## config.mk

```make
export PLATFORM = sky130hd
export DESIGN_NAME = adv_data_service_scanner_top
export DESIGN_NICKNAME = d
export VERILOG_FILES = /design/src/adss_pkg.sv /design/src/adss_name_store.sv /design/src/adv_data_service_scanner_top.sv
export SDC_FILE = /design/constraint.sdc
export NUM_CORES = 1
export LEC_CHECK = 0
export BUFFER_PORTS_ARGS = -buffer_cell sky130_fd_sc_hd__buf_2
export CAP_MARGIN = 20
export CORE_UTILIZATION = 25
export CTS_CLUSTER_DIAMETER = 30
export CTS_CLUSTER_SIZE = 30
export DETAILED_ROUTE_END_ITERATION = 16
export GPL_ROUTABILITY_DRIVEN = 0
export PLACE_DENSITY = 0.45
export SETUP_SLACK_MARGIN = 0.1
export SYNTH_ARGS = -nofsm -noshare
export SYNTH_HDL_FRONTEND = slang
export SYNTH_SLANG_ARGS = --single-unit
```

## constraint.sdc

```tcl
create_clock -name aclk -period 3.6 [get_ports aclk]
set_clock_uncertainty 0.2 [all_clocks]
set_input_delay 0.36 -clock aclk [delete_from_list [all_inputs] [get_ports aclk]]
set_output_delay 0.36 -clock aclk [all_outputs]
set_load 0.02 [all_outputs]
```

## src/adss_pkg.sv

```systemverilog
// Shared types, constants and helper functions of the advertising data service scanner.
package adss_pkg;

    // Default longest local name that can be kept.
    localparam int NAME_MAX_DEF = 32;

    // Bytes in one 128-bit service UUID.
    localparam int UUID_BYTES = 16;

    // Widths of the fixed-size fields that travel between the parser and the name store.
    localparam int IDX_W_MAX = 6;
    localparam int LEN_W_MAX = 7;

    // AD structure type codes.
    localparam logic [7:0] AD_UUID128_PART  = 8'h06;
    localparam logic [7:0] AD_UUID128_FULL  = 8'h07;
    localparam logic [7:0] AD_NAME_SHORT    = 8'h08;
    localparam logic [7:0] AD_NAME_COMPLETE = 8'h09;

    // Service kinds.
    localparam logic [1:0] KIND_NONE  = 2'd0;
    localparam logic [1:0] KIND_FIRST = 2'd1;
    localparam logic [1:0] KIND_SECOND = 2'd2;

    // Configuration register indexes.
    localparam logic [2:0] CFG_NUS_LOW  = 3'd0;
    localparam logic [2:0] CFG_NUS_HIGH = 3'd1;
    localparam logic [2:0] CFG_SPS_LOW  = 3'd2;
    localparam logic [2:0] CFG_SPS_HIGH = 3'd3;

    typedef enum logic [1:0] {
        PH_LEN  = 2'd0,
        PH_TYPE = 2'd1,
        PH_DATA = 2'd2,
        PH_DONE = 2'd3
    } adss_phase_t;

    // Write of one name character into the name store.
    typedef struct packed {
        logic                 en;
        logic                 bank;
        logic [IDX_W_MAX-1:0] idx;
        logic [7:0]           data;
    } adss_wr_t;

    // Start of a name read-out, with the values that every result item carries.
    typedef struct packed {
        logic                 go;
        logic                 bank;
        logic [LEN_W_MAX-1:0] len;
        logic                 found;
        logic [1:0]           kind;
    } adss_dump_t;

    // Status of the read-out engine.
    typedef struct packed {
        logic busy;
        logic bank;
    } adss_stat_t;

    function automatic logic is_name_type(input logic [7:0] t);
        return (t == AD_NAME_COMPLETE) || (t == AD_NAME_SHORT);
    endfunction

    function automatic logic is_uuid_type(input logic [7:0] t);
        return (t == AD_UUID128_PART) || (t == AD_UUID128_FULL);
    endfunction

    // On-air byte pos of a UUID held as two 64-bit halves, byte 0 lowest.
    function automatic logic [7:0] uuid_byte(input logic [63:0] lo, input logic [63:0] hi,
                                             input logic [3:0] pos);
        logic [63:0] w;
        w = pos[3] ? hi : lo;
        return w[{pos[2:0], 3'b000} +: 8];
    endfunction

endpackage

```

## src/adss_name_store.sv

```systemverilog
// Name store memory with the read-out engine and a two-entry output queue.
module adss_name_store #(
    parameter int NAME_MAX = adss_pkg::NAME_MAX_DEF
) (
    input  logic                aclk,
    input  logic                aresetn,
    input  adss_pkg::adss_wr_t  wr,
    input  adss_pkg::adss_dump_t start,
    output adss_pkg::adss_stat_t stat,
    output logic                m_valid,
    input  logic                m_ready,
    output logic [7:0]          m_name_byte,
    output logic [4:0]          m_name_index,
    output logic [5:0]          m_name_length,
    output logic                m_name_found,
    output logic [1:0]          m_service_kind,
    output logic                m_run_end
);

    localparam int DEPTH = 2 * NAME_MAX;
    localparam int AW    = (DEPTH > 1) ? $clog2(DEPTH) : 1;
    localparam int IW    = (NAME_MAX > 1) ? $clog2(NAME_MAX) : 1;
    localparam int LW    = $clog2(NAME_MAX + 2);

    logic [7:0] mem [DEPTH];

    // Snapshot of the read-out.
    logic          bank_reg;
    logic [LW-1:0] len_reg;
    logic          found_reg;
    logic [1:0]    kind_reg;
    logic [IW-1:0] last_idx_reg;
    logic [IW-1:0] k_reg;
    logic          issuing_reg;

    // Read in flight.
    logic          infl_reg;
    logic [IW-1:0] infl_idx_reg;
    logic          infl_last_reg;
    logic [7:0]    rdata_reg;

    // Output queue: entry 0 is the head.
    logic [1:0]    occ_reg;
    logic [7:0]    q0_byte_reg, q1_byte_reg;
    logic [IW-1:0] q0_idx_reg, q1_idx_reg;
    logic          q0_last_reg, q1_last_reg;

    logic [AW-1:0] waddr, raddr;
    logic [LW-1:0] start_len;
    logic [IW-1:0] start_last;
    logic [1:0]    used;
    logic          pop, push, issue;
    logic [7:0]    push_byte;

    assign waddr = wr.bank ? AW'(NAME_MAX) + AW'(wr.idx) : AW'(wr.idx);
    assign raddr = bank_reg ? AW'(NAME_MAX) + AW'(k_reg) : AW'(k_reg);

    assign start_len  = LW'(start.len);
    assign start_last = (start_len == '0) ? '0 : IW'(start_len - LW'(1));

    assign pop   = m_valid && m_ready;
    assign push  = infl_reg;
    assign used  = occ_reg + {1'b0, infl_reg};
    assign issue = issuing_reg && ((used < 2'd2) || (used == 2'd2 && pop));
    assign push_byte = (len_reg == '0) ? 8'd0 : rdata_reg;

    always_ff @(posedge aclk) begin
        if (wr.en) begin
            mem[waddr] <= wr.data;
        end
        if (issue) begin
            rdata_reg <= mem[raddr];
        end
    end

    always_ff @(posedge aclk) begin
        if (!aresetn) begin
            issuing_reg <= 1'b0;
            infl_reg    <= 1'b0;
            occ_reg     <= 2'd0;
            bank_reg    <= 1'b0;
            k_reg       <= '0;
        end else begin
            if (start.go) begin
                issuing_reg  <= 1'b1;
                k_reg        <= '0;
                bank_reg     <= start.bank;
                len_reg      <= start_len;
                found_reg    <= start.found;
                kind_reg     <= start.kind;
                last_idx_reg <= start_last;
            end else if (issue) begin
                k_reg <= k_reg + IW'(1);
                if (k_reg == last_idx_reg) begin
                    issuing_reg <= 1'b0;
                end
            end

            infl_reg <= issue;
            if (issue) begin
                infl_idx_reg  <= k_reg;
                infl_last_reg <= (k_reg == last_idx_reg);
            end

            case ({push, pop})
                2'b10: begin
                    occ_reg <= occ_reg + 2'd1;
                    if (occ_reg == 2'd0) begin
                        q0_byte_reg <= push_byte;
                        q0_idx_reg  <= infl_idx_reg;
                        q0_last_reg <= infl_last_reg;
                    end else begin
                        q1_byte_reg <= push_byte;
                        q1_idx_reg  <= infl_idx_reg;
                        q1_last_reg <= infl_last_reg;
                    end
                end
                2'b01: begin
                    occ_reg     <= occ_reg - 2'd1;
                    q0_byte_reg <= q1_byte_reg;
                    q0_idx_reg  <= q1_idx_reg;
                    q0_last_reg <= q1_last_reg;
                end
                2'b11: begin
                    if (occ_reg == 2'd1) begin
                        q0_byte_reg <= push_byte;
                        q0_idx_reg  <= infl_idx_reg;
                        q0_last_reg <= infl_last_reg;
                    end else begin
                        q0_byte_reg <= q1_byte_reg;
                        q0_idx_reg  <= q1_idx_reg;
                        q0_last_reg <= q1_last_reg;
                        q1_byte_reg <= push_byte;
                        q1_idx_reg  <= infl_idx_reg;
                        q1_last_reg <= infl_last_reg;
                    end
                end
                default: begin
                end
            endcase
        end
    end

    assign stat.busy = issuing_reg || infl_reg || (occ_reg != 2'd0);
    assign stat.bank = bank_reg;

    assign m_valid        = (occ_reg != 2'd0);
    assign m_name_byte    = q0_byte_reg;
    assign m_name_index   = 5'(q0_idx_reg);
    assign m_name_length  = 6'(len_reg);
    assign m_name_found   = found_reg;
    assign m_service_kind = kind_reg;
    assign m_run_end      = q0_last_reg;

`ifndef ASSERT_OFF
    a_occ_bound: assert property (@(posedge aclk) disable iff (!aresetn)
        occ_reg <= 2'd2)
        else $error("output queue overfilled");

    a_no_push_full: assert property (@(posedge aclk) disable iff (!aresetn)
        (push && occ_reg == 2'd2) |-> pop)
        else $error("read data arrived with the output queue full");

    a_go_idle: assert property (@(posedge aclk) disable iff (!aresetn)
        start.go |-> !stat.busy)
        else $error("read-out started while the previous one is running");

    a_last_ends: assert property (@(posedge aclk) disable iff (!aresetn)
        (issue && k_reg == last_idx_reg && !start.go) |=> !issuing_reg)
        else $error("read-out did not stop after its last character");
`endif

endmodule

```

## src/adv_data_service_scanner_top.sv

```systemverilog
// Top level of the advertising data service scanner: parser, configuration and name store.
//
// The scanner takes one advertising data byte per item and walks its length-type-value
// structures at one item per clock. Local names (types 0x08 and 0x09) of 1 to NAME_MAX
// characters are written into one bank of a two-bank name memory and become the kept name
// when the structure completes; 128-bit UUID lists (types 0x06 and 0x07) are compared chunk
// by chunk against the two configured service UUIDs. On an item that carries final_byte the
// kept name is read back from the memory at one character per cycle, unless m_ready holds
// off the output queue, and delivered as one result item per character (a single item with a
// zero character when no name was kept), the last one flagged by run_end; the parse state
// then starts afresh. The pace of a read-out is set by the single read port of the name
// memory and its registered read. Input items keep flowing during a read-out, with two
// exceptions that hold off s_ready until the read-out has drained: another final byte, and
// a name character that would land in the bank being read out. Configuration writes are
// taken in any cycle and should only be issued while the scanner is idle. There is no
// clearing pass after reset.
module adv_data_service_scanner_top #(
    parameter int NAME_MAX = adss_pkg::NAME_MAX_DEF
) (
    input  logic        aclk,
    input  logic        aresetn,

    input  logic        cfg_valid,
    output logic        cfg_ready,
    input  logic [2:0]  cfg_index,
    input  logic [63:0] cfg_data,

    input  logic        s_valid,
    output logic        s_ready,
    input  logic [7:0]  s_ad_byte,
    input  logic        s_final_byte,

    output logic        m_valid,
    input  logic        m_ready,
    output logic [7:0]  m_name_byte,
    output logic [4:0]  m_name_index,
    output logic [5:0]  m_name_length,
    output logic        m_name_found,
    output logic [1:0]  m_service_kind,
    output logic        m_run_end
);

    localparam int LW = $clog2(NAME_MAX + 2);

    // Service UUID registers.
    logic [63:0] nus_low_reg, nus_high_reg, sps_low_reg, sps_high_reg;

    // Parse state.
    adss_pkg::adss_phase_t phase_reg, phase_next;
    logic [7:0]    bytes_left_reg, bytes_left_next;
    logic [7:0]    struct_type_reg, struct_type_next;
    logic [3:0]    chunk_offset_reg, chunk_offset_next;
    logic [1:0]    match_reg, match_next;
    logic [1:0]    pend_kind_reg, pend_kind_next;
    logic [1:0]    kept_kind_reg, kept_kind_next;
    logic          sel_reg, sel_next;
    logic [LW-1:0] pend_len_reg, pend_len_next;
    logic [LW-1:0] kept_len_reg, kept_len_next;
    logic          found_reg, found_next;

    adss_pkg::adss_wr_t   wr;
    adss_pkg::adss_dump_t start;
    adss_pkg::adss_stat_t stat;

    logic accept;
    logic name_wr_pending;

    // A name character is stored only while fewer than NAME_MAX have been taken.
    assign name_wr_pending = (phase_reg == adss_pkg::PH_DATA)
                          && adss_pkg::is_name_type(struct_type_reg)
                          && (pend_len_reg < LW'(NAME_MAX));

    assign s_ready = !(stat.busy && (s_final_byte || (name_wr_pending && (!sel_reg == stat.bank))));
    assign accept  = s_valid && s_ready;
    assign cfg_ready = 1'b1;

    always_ff @(posedge aclk) begin
        if (!aresetn) begin
            nus_low_reg  <= '0;
            nus_high_reg <= '0;
            sps_low_reg  <= '0;
            sps_high_reg <= '0;
        end else if (cfg_valid && cfg_ready) begin
            case (cfg_index)
                adss_pkg::CFG_NUS_LOW:  nus_low_reg  <= cfg_data;
                adss_pkg::CFG_NUS_HIGH: nus_high_reg <= cfg_data;
                adss_pkg::CFG_SPS_LOW:  sps_low_reg  <= cfg_data;
                adss_pkg::CFG_SPS_HIGH: sps_high_reg <= cfg_data;
                default: begin
                end
            endcase
        end
    end

    // One parse step for the accepted byte, followed by the commit of a completed structure
    // and, on a final byte, the start of the read-out and a return to the initial state.
    always_comb begin
        logic       finish;
        logic [1:0] m;

        phase_next        = phase_reg;
        bytes_left_next   = bytes_left_reg;
        struct_type_next  = struct_type_reg;
        chunk_offset_next = chunk_offset_reg;
        match_next        = match_reg;
        pend_kind_next    = pend_kind_reg;
        kept_kind_next    = kept_kind_reg;
        sel_next          = sel_reg;
        pend_len_next     = pend_len_reg;
        kept_len_next     = kept_len_reg;
        found_next        = found_reg;
        finish            = 1'b0;
        m                 = match_reg;

        wr.en   = 1'b0;
        wr.bank = !sel_reg;
        wr.idx  = adss_pkg::IDX_W_MAX'(pend_len_reg);
        wr.data = s_ad_byte;

        start.go    = 1'b0;
        start.bank  = 1'b0;
        start.len   = '0;
        start.found = 1'b0;
        start.kind  = adss_pkg::KIND_NONE;

        if (accept) begin
            case (phase_reg)
                adss_pkg::PH_LEN: begin
                    if (s_ad_byte == 8'd0) begin
                        phase_next = adss_pkg::PH_DONE;
                    end else begin
                        bytes_left_next = s_ad_byte;
                        phase_next      = adss_pkg::PH_TYPE;
                    end
                end
                adss_pkg::PH_TYPE: begin
                    struct_type_next  = s_ad_byte;
                    bytes_left_next   = bytes_left_reg - 8'd1;
                    pend_len_next     = '0;
                    pend_kind_next    = adss_pkg::KIND_NONE;
                    chunk_offset_next = 4'd0;
                    match_next        = 2'b11;
                    // A structure with a type byte only carries nothing to commit.
                    if (bytes_left_next == 8'd0) begin
                        phase_next = adss_pkg::PH_LEN;
                    end else begin
                        phase_next = adss_pkg::PH_DATA;
                    end
                end
                adss_pkg::PH_DATA: begin
                    if (adss_pkg::is_name_type(struct_type_reg)) begin
                        wr.en = name_wr_pending;
                        if (pend_len_reg <= LW'(NAME_MAX)) begin
                            pend_len_next = pend_len_reg + LW'(1);
                        end
                    end else if (adss_pkg::is_uuid_type(struct_type_reg)) begin
                        if (s_ad_byte != adss_pkg::uuid_byte(nus_low_reg, nus_high_reg,
                                                             chunk_offset_reg)) begin
                            m[0] = 1'b0;
                        end
                        if (s_ad_byte != adss_pkg::uuid_byte(sps_low_reg, sps_high_reg,
                                                             chunk_offset_reg)) begin
                            m[1] = 1'b0;
                        end
                        if (chunk_offset_reg == 4'(adss_pkg::UUID_BYTES - 1)) begin
                            // The first service wins when both match.
                            if (m[0]) begin
                                pend_kind_next = adss_pkg::KIND_FIRST;
                            end else if (m[1]) begin
                                pend_kind_next = adss_pkg::KIND_SECOND;
                            end
                            match_next        = 2'b11;
                            chunk_offset_next = 4'd0;
                        end else begin
                            match_next        = m;
                            chunk_offset_next = chunk_offset_reg + 4'd1;
                        end
                    end
                    bytes_left_next = bytes_left_reg - 8'd1;
                    finish          = (bytes_left_next == 8'd0);
                end
                default: begin
                end
            endcase

            if (finish) begin
                phase_next = adss_pkg::PH_LEN;
                if (adss_pkg::is_name_type(struct_type_reg)) begin
                    if (pend_len_next != '0 && pend_len_next <= LW'(NAME_MAX)) begin
                        sel_next      = !sel_reg;
                        kept_len_next = pend_len_next;
                        found_next    = 1'b1;
                    end
                end else if (adss_pkg::is_uuid_type(struct_type_reg)) begin
                    if (pend_kind_next != adss_pkg::KIND_NONE) begin
                        kept_kind_next = pend_kind_next;
                    end
                end
            end

            if (s_final_byte) begin
                start.go    = 1'b1;
                start.bank  = sel_next;
                start.len   = adss_pkg::LEN_W_MAX'(kept_len_next);
                start.found = found_next;
                start.kind  = kept_kind_next;

                phase_next        = adss_pkg::PH_LEN;
                bytes_left_next   = 8'd0;
                struct_type_next  = 8'd0;
                chunk_offset_next = 4'd0;
                match_next        = 2'b11;
                pend_kind_next    = adss_pkg::KIND_NONE;
                pend_len_next     = '0;
                kept_kind_next    = adss_pkg::KIND_NONE;
                kept_len_next     = '0;
                found_next        = 1'b0;
            end
        end
    end

    always_ff @(posedge aclk) begin
        if (!aresetn) begin
            phase_reg        <= adss_pkg::PH_LEN;
            bytes_left_reg   <= 8'd0;
            struct_type_reg  <= 8'd0;
            chunk_offset_reg <= 4'd0;
            match_reg        <= 2'b11;
            pend_kind_reg    <= adss_pkg::KIND_NONE;
            kept_kind_reg    <= adss_pkg::KIND_NONE;
            sel_reg          <= 1'b0;
            pend_len_reg     <= '0;
            kept_len_reg     <= '0;
            found_reg        <= 1'b0;
        end else begin
            phase_reg        <= phase_next;
            bytes_left_reg   <= bytes_left_next;
            struct_type_reg  <= struct_type_next;
            chunk_offset_reg <= chunk_offset_next;
            match_reg        <= match_next;
            pend_kind_reg    <= pend_kind_next;
            kept_kind_reg    <= kept_kind_next;
            sel_reg          <= sel_next;
            pend_len_reg     <= pend_len_next;
            kept_len_reg     <= kept_len_next;
            found_reg        <= found_next;
        end
    end

    adss_name_store #(
        .NAME_MAX (NAME_MAX)
    ) u_store (
        .aclk           (aclk),
        .aresetn        (aresetn),
        .wr             (wr),
        .start          (start),
        .stat           (stat),
        .m_valid        (m_valid),
        .m_ready        (m_ready),
        .m_name_byte    (m_name_byte),
        .m_name_index   (m_name_index),
        .m_name_length  (m_name_length),
        .m_name_found   (m_name_found),
        .m_service_kind (m_service_kind),
        .m_run_end      (m_run_end)
    );

`ifndef ASSERT_OFF
    a_no_write_into_readout: assert property (@(posedge aclk) disable iff (!aresetn)
        (wr.en && stat.busy) |-> (wr.bank != stat.bank))
        else $error("name character written into the bank being read out");

    a_kept_len_bound: assert property (@(posedge aclk) disable iff (!aresetn)
        kept_len_reg <= LW'(NAME_MAX))
        else $error("kept name longer than the name buffer");
`endif

endmodule
```

* Word-level counts from Yosys, hierarchy flattened
Memories as Yosys holds them, arrays and structs flattened. A register that Yosys moved wholly into a read port is not among the register bits. Cells that the tools add are included.
Cells by class: add/sub/neg operators 10, $lt $le $gt $ge 4, eq/ne operators 25, shifts and indexed selects 2, muxes and demuxes 95, bitwise operators 1, reduce and logical (&&, ||, !) cells 52
Operators by type and width (number):
- $mux W64 | 2
- $shiftx A64 B7 Y8 | 2
- $mux W8 | 9
- $mux W6 | 10
- $mux W2 | 20
- $pmux W8 S2 | 2
- $mux W1 | 31
- $mux W12 | 2
- $pmux W8 S3 | 1
- $mux W5 | 4
- $reduce_and A2 Y1 | 10
- $eq A8 B3 Y1 const B | 2
- $eq A8 B4 Y1 const B | 2
- $logic_not A8 Y1 | 2
- $mux W4 | 4
- $ne A8 B8 Y1 | 2
- $pmux W2 S2 | 4
- $pmux W5 S3 | 1
- $reduce_bool A2 Y1 | 7
- $le A6 B6 Y1 const B | 2
- $logic_not A6 Y1 | 2
- $pmux W6 S2 | 1
- $pmux W5 S2 | 1
- $logic_and A1 B1 Y1 | 9
- 37 further kinds | 57
Word-level totals: register bits after elaboration 356, memory bits (writable) 512, bits of input ports 81, output and inout port bits 26, logic and storage cells 222, memories 1
Memories:
- u_store.mem | depth 64, width 8, rd ports 1, clocked after Yosys merged registers in 1, wr ports 1, RTL line adss_name_store.sv:25 | logic [7:0] mem [DEPTH];

* Longest topological paths before layout
Gate-level depths: netlist of the first run.
depth after elaboration 26, depth in mapped cells 19

* By module
From an unflattened synthesis of the first run, not the netlist that was laid out.
Second synthesis, totals: cells, all modules 2840, area total of the unflattened synthesis 36651.4 sq um
Modules (own cells, without submodules):
- adss_name_store | instances 1, cells each 1153, area each 22868.2 sq um, sequential area each 17256.6 sq um
- adv_data_service_scanner_top | instances 1, cells each 1687, area each 13783.2 sq um, sequential area each 5945.7 sq um

* Least setup slack after synthesis of the first run
No wires, ideal clock.
kind register to register, from reg pend_len_reg[1], to reg u_store.last_idx_reg[4] (data pin), setup time 260 ps, arrival time 3418 ps, data required time 3140 ps, path slack -278 ps, stages on the path, launching flop included 17, buffers on the path 2, clock period less this slack 3878 ps, cell sequence dfxtp_1 > clkbuf_1 > inv_1 > ha_1 > inv_1 > o41ai_1 > and2_4 > buf_12 > mux2i_1 > a211o_1 > nand4_2 > or3_1 > a21oi_2 > inv_1 > ha_1 > o21ai_1 > mux2_2
RTL lines:
- start: declaration | RTL line adv_data_service_scanner_top.sv:57 | logic [LW-1:0] pend_len_reg, pend_len_next;
- start signal: assignment | RTL line adv_data_service_scanner_top.sv:244 | pend_len_reg <= pend_len_next;
- end signal: assignment | RTL line adss_name_store.sv:91 | last_idx_reg <= start_last;
- end: declaration | RTL line adss_name_store.sv:32 | logic [IW-1:0] last_idx_reg;

==> results of run 1 <==
-- timing repair --
item | CTS | global route
hold buffers | 73 | 0
pin swaps | 4 | 6
setup buffers | 10 | 10
endpoints found under the setup margin | 200 | 383
endpoints found under the hold margin | 311 | 0
resized for setup | 23 | 46
-- area by class of cell --
class                      instances  share of cell area (%)
multi-input combinational       1603                    26.5
antenna                            3                  0.0160
clock buffer                     228                    10.5
sequential                       875                    49.5
inverter                          22                   0.203
tap                             1903                    5.07
timing repair buffer             319                    5.50
clock inverter                   111                    2.83
-- metal layers --
metal  vias to the layer above  share of wire [%]
li1                      10600                  -
met1                     11600                 45
met2                       486                 49
met3                       155                4.2
met4                         6                1.9
met5                         -              0.040
-- cells in the mapped netlist (3+ instances only) --
cell	instances	area [um2]
sky130_fd_sc_hd__a21oi_1	288	1440
sky130_fd_sc_hd__and2_1	14	87.6
sky130_fd_sc_hd__dfxtp_1	307	6150
sky130_fd_sc_hd__o21ai_0	21	105
sky130_fd_sc_hd__or3_1	5	31.3
sky130_fd_sc_hd__buf_4	4	30.0
sky130_fd_sc_hd__a41oi_1	3	26.3
sky130_fd_sc_hd__buf_2	7	35.0
sky130_fd_sc_hd__mux4_2	228	5130
sky130_fd_sc_hd__xor2_1	22	193
sky130_fd_sc_hd__a31oi_1	5	31.3
sky130_fd_sc_hd__buf_6	9	101
sky130_fd_sc_hd__nand2b_1	8	50.1
sky130_fd_sc_hd__mux2i_1	40	400
sky130_fd_sc_hd__nor4_1	8	50.1
sky130_fd_sc_hd__nand2_1	591	2220
sky130_fd_sc_hd__nor3_1	13	65.1
sky130_fd_sc_hd__clkbuf_1	136	510
sky130_fd_sc_hd__nand3_1	21	105
sky130_fd_sc_hd__and3_1	14	87.6
sky130_fd_sc_hd__ha_1	16	200
sky130_fd_sc_hd__buf_1	26	97.6
sky130_fd_sc_hd__edfxtp_1	568	17100
sky130_fd_sc_hd__o31ai_1	4	30.0
sky130_fd_sc_hd__xnor2_1	19	166
sky130_fd_sc_hd__mux2_2	18	203
sky130_fd_sc_hd__or4_1	4	30.0
sky130_fd_sc_hd__a22oi_1	38	285
sky130_fd_sc_hd__a211oi_1	4	30.0
sky130_fd_sc_hd__inv_1	20	75.1
sky130_fd_sc_hd__nand3b_1	5	37.5
sky130_fd_sc_hd__nand4_1	6	37.5
sky130_fd_sc_hd__nor2_1	148	556
sky130_fd_sc_hd__nor2b_1	13	81.3
-- cell families after synthesis --
family                   Yosys count
AO/OA/AOI/OAI                    389
multiplexers                     289
AND/OR/NAND/NOR                  867
buffers and inverters            205
other                              1
adder cells (fa/ha/maj)           16
XOR/XNOR                          41
flip-flops                       875
-- power by group through the flow --
stage / logic, mW / registers (mW) / clock network [mW]
after floorplan: 1.22 / 11.2 / 0
after global placement: 2.09 / 11.2 / 0
after detailed placement: 2.09 / 11.2 / 0
after CTS: 2.16 / 11.0 / 17.0
after global routing: 2.29 / 11.0 / 17.5
final: 2.12 / 11.0 / 16.7
-- worst register-to-register path, cell delays in order, from the launching register on --
cell and delay [ns]:
sky130_fd_sc_hd__dfxtp_1 0.30, sky130_fd_sc_hd__or4_4 0.56, sky130_fd_sc_hd__nor3_4 0.27, sky130_fd_sc_hd__and2_4 0.22, sky130_fd_sc_hd__mux2i_4 0.27, sky130_fd_sc_hd__a211o_1 0.17, sky130_fd_sc_hd__nand4_2 0.15, sky130_fd_sc_hd__or3_1 0.35
sky130_fd_sc_hd__a21oi_2 0.16, sky130_fd_sc_hd__buf_4 0.12, sky130_fd_sc_hd__buf_4 0.09, sky130_fd_sc_hd__buf_4 0.09, sky130_fd_sc_hd__buf_4 0.09, sky130_fd_sc_hd__buf_4 0.09, sky130_fd_sc_hd__buf_4 0.09, sky130_fd_sc_hd__buf_4 0.11
sky130_fd_sc_hd__nor2_1 0.04
-- through the flow --
| step | util, % | instance area (um2) | TNS [ns] |
|---|---|---|---|
| 5_1_grt | 32.7 | 47000 | -0.599 |
| 2_1_floorplan | - | 36300 | 0 |
| 4_1_cts | 32.5 | 46700 | 0 |
| 3_5_place_dp | 27.6 | 39600 | -0.0467 |
| 6_report | 32.7 | 47000 | -0.0381 |
| 3_3_place_gp | 27.6 | 39600 | -0.0221 |
-- how the worst max path moves through the flow --
| stage | start | end | slack, ns | depth (start not counted) |
|---|---|---|---|---|
| finish | struct_type_reg[6] | u_store.last_idx_reg[0] | -0.03 | 16 |
| global route | struct_type_reg[6] | u_store.last_idx_reg[3] | -0.16 | 14 |
| CTS | struct_type_reg[6] | u_store.mem[24][1] | 0.03 | 7 |
| detailed placement | struct_type_reg[6] | u_store.last_idx_reg[3] | -0.02 | 14 |
| global placement | struct_type_reg[6] | u_store.last_idx_reg[3] | -0.02 | 14 |
| floorplan | struct_type_reg[6] | u_store.last_idx_reg[3] | 0.1 | 15 |
==> key figures, run 1 <==
Synthesis
  – Seq cells post-synth: 875
  – Asr flop ratio synth: 0%
  – Largest family of logic cells by synthesized area: multiplexers
  – Netlist area before placement: 36200 um2
  – Sequential cell area fraction in the yosys report: 64.0%
  – EDFF count, synth: 568
  – Number of cells produced by synthesis: 2683
  – Mapped Nets: 2780
  – Yosys warning count: 0
  – Syn avg cell area: 13.5 um2
  – Share of the synthesized area in compound gates (AO/OA/AOI/OAI): 6.02%
  – Distinct cell type count of the synthesized netlist: 74
  – Area share of and/or/nand/nor cells after synthesis: 9.99%
  – Fraction of the mapped netlist area in adder cells: 0.553%
  – Dominant register cell in the synthesized netlist: sky130_fd_sc_hd__edfxtp_1
  – Area share of xor/xnor cells in the synthesized design: 0.991%
  – Proportion of synthesized area in mux cells: 16.0%

Setup path
  – Reg-to-reg critical path startpoint: struct_type_reg[6]
  – Crit-path max FO: 4
  – Critical path buffers and inverters: 7
  – Length in cells of the worst reg-to-reg path: 16
  – Kind of cell adding the most delay to the critical path: simple AND/OR/NAND/NOR gates
  – Required time worst endpoint: 3.92 ns
  – Critical path, cell by cell: or4_4 -> nor3_4 -> and2_4 -> mux2i_4 -> a211o_1 -> nand4_2 -> or3_1 -> a21oi_2 -> buf_4 -> buf_4 -> buf_4 -> buf_4 -> buf_4 -> buf_4 -> buf_4 -> nor2_1
  – Worst-path cell with the longest stage delay: sky130_fd_sc_hd__or4_4
  – Crit path arrival time: 3.95 ns
  – Cell type with the highest occurrence count on the critical path: sky130_fd_sc_hd__buf_4
  – Delay of the slowest critical-path stage: 0.56 ns
  – Setup CP Type: flop to flop
  – Reg-to-Reg End: u_store.last_idx_reg[0]
  – Slack of the worst reg-to-reg path: -0.03 ns
  – Setup crit start kind: flop
  – Endpoint kind of the worst setup timing path: flop

STA
  – Worst Slack Setup Final: -0.0255 ns
  – Maximum clock frequency: 0.276 GHz
  – Actual transition at the worst max-transition pin: 0.879 ns
  – Slew headroom: 41.4%
  – Setup repair after global routing missed its margin: yes
  – Final worst-path cycle share: 101%
  – Number of failing hold endpoints at the final stage: 0
  – Final setup violation count: 2
  – WHS: 0.108 ns
  – Final max-slew violation count: 0
  – Tmin final: 3.63 ns

Clock tree
  – Clock slew at reported path FFs: 0.05 ns
  – Clock Sinks: 875
  – Insertion delay of the later-clocked pin in the worst-skew pair: 0.77 ns
  – Number of buffers added by the clock tree synthesis step: 182
  – TritonCTS clock tree: yes
  – Cell chosen for the clock root: sky130_fd_sc_hd__clkbuf_16
  – Buffer depth of the longest clock path: 3
  – H-tree depth: 4

Finish
  – Most common cell after layout, fill and taps aside: sky130_fd_sc_hd__nand2_1
  – Area added between synthesis and finish: 29.6%
  – Number of inserted filler cells in the final layout: 14300
  – Register Area: 23200 um2
  – Max FFs per register: 512
  – Share of post-route cells with drive strength above 1: 28.3%
  – Total Nets Final: 3100
  – Final standard cell count with taps included and fillers excluded: 5064
  – Biggest register: u_store.mem
  – Multi-input gate area in the final layout: 12400 um2
  – Most frequent cells in the layout: 589 x sky130_fd_sc_hd__nand2_1, 568 x sky130_fd_sc_hd__edfxtp_1, 300 x sky130_fd_sc_hd__dfxtp_1, 288 x sky130_fd_sc_hd__a21oi_1, 228 x sky130_fd_sc_hd__mux4_2

Drt
  – Sum of routed wire length over all layers: 103 mm
  – Remaining routing DRC violations: 8
  – Per-cell routed wire length: 20.3 um
  – Number of detailed-routing iterations run before antenna repair: 11
  – Via count: 22900
  – DRC marker count from the first detailed-route iteration: 1550
  – Antenna Violating Nets Remaining: 0
  – Average via count per standard cell: 4.52

Run
  – MaxCap Viol Count: 0

GRT
  – Global-route wire length before repair: 154 mm
  – Number of global-route vias before repair: 23400
  – Grt met1 use: 18.6%
  – Met3 capacity usage during global routing: 2.55%
  – Peak-usage layer in the global routing report: met2
  – Number of antenna violations at the first check in global routing: 8
  – Met2 usage in global routing: 22.9%
  – Remaining global-route overflow: 0
  – Largest net degree at the start of global routing: 146
  – All-Layer GR Usage: 14.0%

Floorplan
  – Die Ht: 383 um
  – Area enclosed by the die boundary: 146000 um2
  – Core box area: 144000 um2
  – Overall die width: 383 um
  – Initial core utilization: 25.2%
  – Ports placed on the boundary: 107
  – FP Rows: 139

Pwr
  – Power density cells: 634 nW/um2
  – Clock share of power: 56.0%
  – Maximum vdd drop: 433 uV
  – Leak: 15.3 nW
  – Combinational share of power: 7.1%
  – Net Sw Frac: 23.5%
  – Net Switching: 6.99 mW
  – Total power: 29.8 mW
  – Sequential fraction of design power: 36.9%
  – Internal power of the cells: 22.8 mW

Run status
  – Result of the run: complete, but fails checks
  – Violated checks: DRC, setup timing

Placed design
  – Pre-CTS setup slack: -0.0234 ns
  – DP HPWL: 65.3 mm
  – Number of placed instances with taps included: 4629
  – Count of input and output buffers: 105

Worst hold path
  – Launch point of the worst hold path: s_ad_byte[5]
  – Path category of the worst min-delay check: primary input to flop
  – Hold path depth: 2
  – Hold Path End: u_store.mem[25][5]
(Power assumes the default switching activity.)
==> inputs of run 2 (changes only) <==
--- a/config.mk
+++ b/config.mk
@@ -14,6 +14,7 @@
 export GPL_ROUTABILITY_DRIVEN = 0
 export PLACE_DENSITY = 0.45
 export SETUP_SLACK_MARGIN = 0.1
+export SKIP_CTS_REPAIR_TIMING = 1
 export SYNTH_ARGS = -nofsm -noshare
 export SYNTH_HDL_FRONTEND = slang
 export SYNTH_SLANG_ARGS = --single-unit
==> key figures, run 2 (synthesis results as in run 1) <==
Run status
  – Violated checks: DRC, setup timing
  – Result of the run: complete, but fails checks

GRT
  – Number of global-route vias before repair: 23000
  – Largest net degree at the start of global routing: 146
  – Global-route wire length before repair: 153 mm
  – Number of antenna violations at the first check in global routing: 8
  – All-Layer GR Usage: 13.9%
  – Remaining global-route overflow: 0

Setup path
  – Reg-to-reg critical path startpoint: struct_type_reg[6]
  – Reg-to-Reg End: u_store.last_idx_reg[4]
  – Crit-path max FO: 4
  – Kind of cell adding the most delay to the critical path: simple AND/OR/NAND/NOR gates
  – Crit path arrival time: 3.92 ns
  – Critical path buffers and inverters: 2
  – Endpoint kind of the worst setup timing path: flop
  – Setup crit start kind: flop
  – Critical path, cell by cell: or4_4 -> nor3_4 -> and2_4 -> mux2i_4 -> a211o_1 -> nand4_2 -> or3_1 -> a21oi_2 -> inv_2 -> ha_4 -> buf_4 -> o21ai_2 -> mux2_4
  – Required time worst endpoint: 3.92 ns
  – Worst-path cell with the longest stage delay: sky130_fd_sc_hd__or4_4
  – Delay of the slowest critical-path stage: 0.56 ns
  – Setup CP Type: flop to flop
  – Length in cells of the worst reg-to-reg path: 13
  – Slack of the worst reg-to-reg path: -0.007 ns

Floorplan
  – Core box area: 144000 um2
  – Ports placed on the boundary: 107
  – Initial core utilization: 25.2%
  – Area enclosed by the die boundary: 146000 um2
  – Overall die width: 383 um
  – Die Ht: 383 um
  – FP Rows: 139

Drt
  – DRC marker count from the first detailed-route iteration: 1527
  – Average via count per standard cell: 4.52
  – Via count: 22800
  – Number of detailed-routing iterations run before antenna repair: 11
  – Antenna Violating Nets Remaining: 0
  – Sum of routed wire length over all layers: 103 mm
  – Remaining routing DRC violations: 8
  – Per-cell routed wire length: 20.3 um

Finish
  – Most common cell after layout, fill and taps aside: sky130_fd_sc_hd__nand2_1
  – Design area: 46900 um2
  – Most frequent cells in the layout: 589 x sky130_fd_sc_hd__nand2_1, 568 x sky130_fd_sc_hd__edfxtp_1, 300 x sky130_fd_sc_hd__dfxtp_1, 288 x sky130_fd_sc_hd__a21oi_1, 228 x sky130_fd_sc_hd__mux4_2
  – Max FFs per register: 512
  – Share of post-route cells with drive strength above 1: 28.2%
  – Area added between synthesis and finish: 29.4%
  – Total Nets Final: 3090
  – Final standard cell count with taps included and fillers excluded: 5053
  – Biggest register: u_store.mem

STA
  – Setup repair after global routing missed its margin: yes
  – Final worst-path cycle share: 100%
  – Tmin final: 3.61 ns
  – Maximum clock frequency: 0.277 GHz
  – Number of failing hold endpoints at the final stage: 0
  – Final max-slew violation count: 0
  – Slew headroom: 41.9%
  – Actual transition at the worst max-transition pin: 0.872 ns
  – Final setup violation count: 1
  – Worst Slack Setup Final: -0.00698 ns
  – Fin Setup TNS: -0.00698 ns

Clock tree
  – Buffer depth of the longest clock path: 3
  – Clock Sinks: 875
  – Clock slew at reported path FFs: 0.04 ns
  – Insertion delay of the later-clocked pin in the worst-skew pair: 0.77 ns
  – Number of buffers added by the clock tree synthesis step: 182
  – Cell chosen for the clock root: sky130_fd_sc_hd__clkbuf_16
  – H-tree depth: 4
  – TritonCTS clock tree: yes

Pwr
  – Leak: 15.2 nW
  – Power density cells: 635 nW/um2
  – Maximum vdd drop: 425 uV
  – Total power: 29.8 mW

Run
  – MaxCap Viol Count: 0

Worst hold path
  – Hold Path End: bytes_left_reg[6]
  – Launch point of the worst hold path: s_final_byte
  – Hold path depth: 4
  – Path category of the worst min-delay check: primary input to flop

Placed design
  – Pre-CTS setup slack: -0.0234 ns
  – Count of input and output buffers: 105
  – Placement-stage cell area: 39600 um2
  – Number of placed instances with taps included: 4629
  – DP HPWL: 65.3 mm
## run 2: layout make-up
class                      instances  area [um2]
multi-input combinational       1603       12400
inverter                          22        95.1
antenna                            2        5.00
clock buffer                     228        4910
tap                             1903        2380
clock inverter                   111        1330
fill                           14300       96800
sequential                       875       23200
timing repair buffer             309        2490
## run 2: layer usage
metal | part of all wire (%) | vias to the layer above | GRT usage, %
met5 | 0.040 | - | 0
met4 | 1.7 | 6 | 4.13
met3 | 4.0 | 147 | 2.72
met2 | 49 | 471 | 22.8
met1 | 45 | 11600 | 18.5
li1 | - | 10600 | -
## run 2: stage by stage
step	hold WS, ns	utilization, %
4_1_cts	-0.387	31.9
2_1_floorplan	0.206	-
3_5_place_dp	0.243	27.6
6_report	0.00931	32.6
3_3_place_gp	0.238	27.6
5_1_grt	0.0128	32.6
## run 2: worst max-delay path by stage
stage                             from                 endpoint  slack, ns  depth (start not counted)
global placement    struct_type_reg[6]  u_store.last_idx_reg[3]      -0.02                         14
detailed placement  struct_type_reg[6]  u_store.last_idx_reg[3]      -0.02                         14
floorplan           struct_type_reg[6]  u_store.last_idx_reg[3]        0.1                         15
finish              struct_type_reg[6]  u_store.last_idx_reg[4]     -0.007                         13
global route        struct_type_reg[6]  u_store.last_idx_reg[3]      -0.13                         14
CTS                 struct_type_reg[6]  u_store.last_idx_reg[3]      -0.02                         14
## run 2: tightest hold or removal path: stages
cell	delay, ns
sky130_fd_sc_hd__buf_2	0.11
sky130_fd_sc_hd__buf_4	0.23
sky130_fd_sc_hd__o41a_1	0.18
sky130_fd_sc_hd__nor2_1	0.03
## run 2: power breakdown
group | internal, mW | leakage [nW] | switching [mW] | total [mW]
Clock | 11.0 | 3.00 | 5.67 | 16.7
Combinational | 0.885 | 4.61 | 1.23 | 2.11
Sequential | 10.9 | 7.61 | 0.0907 | 11.0
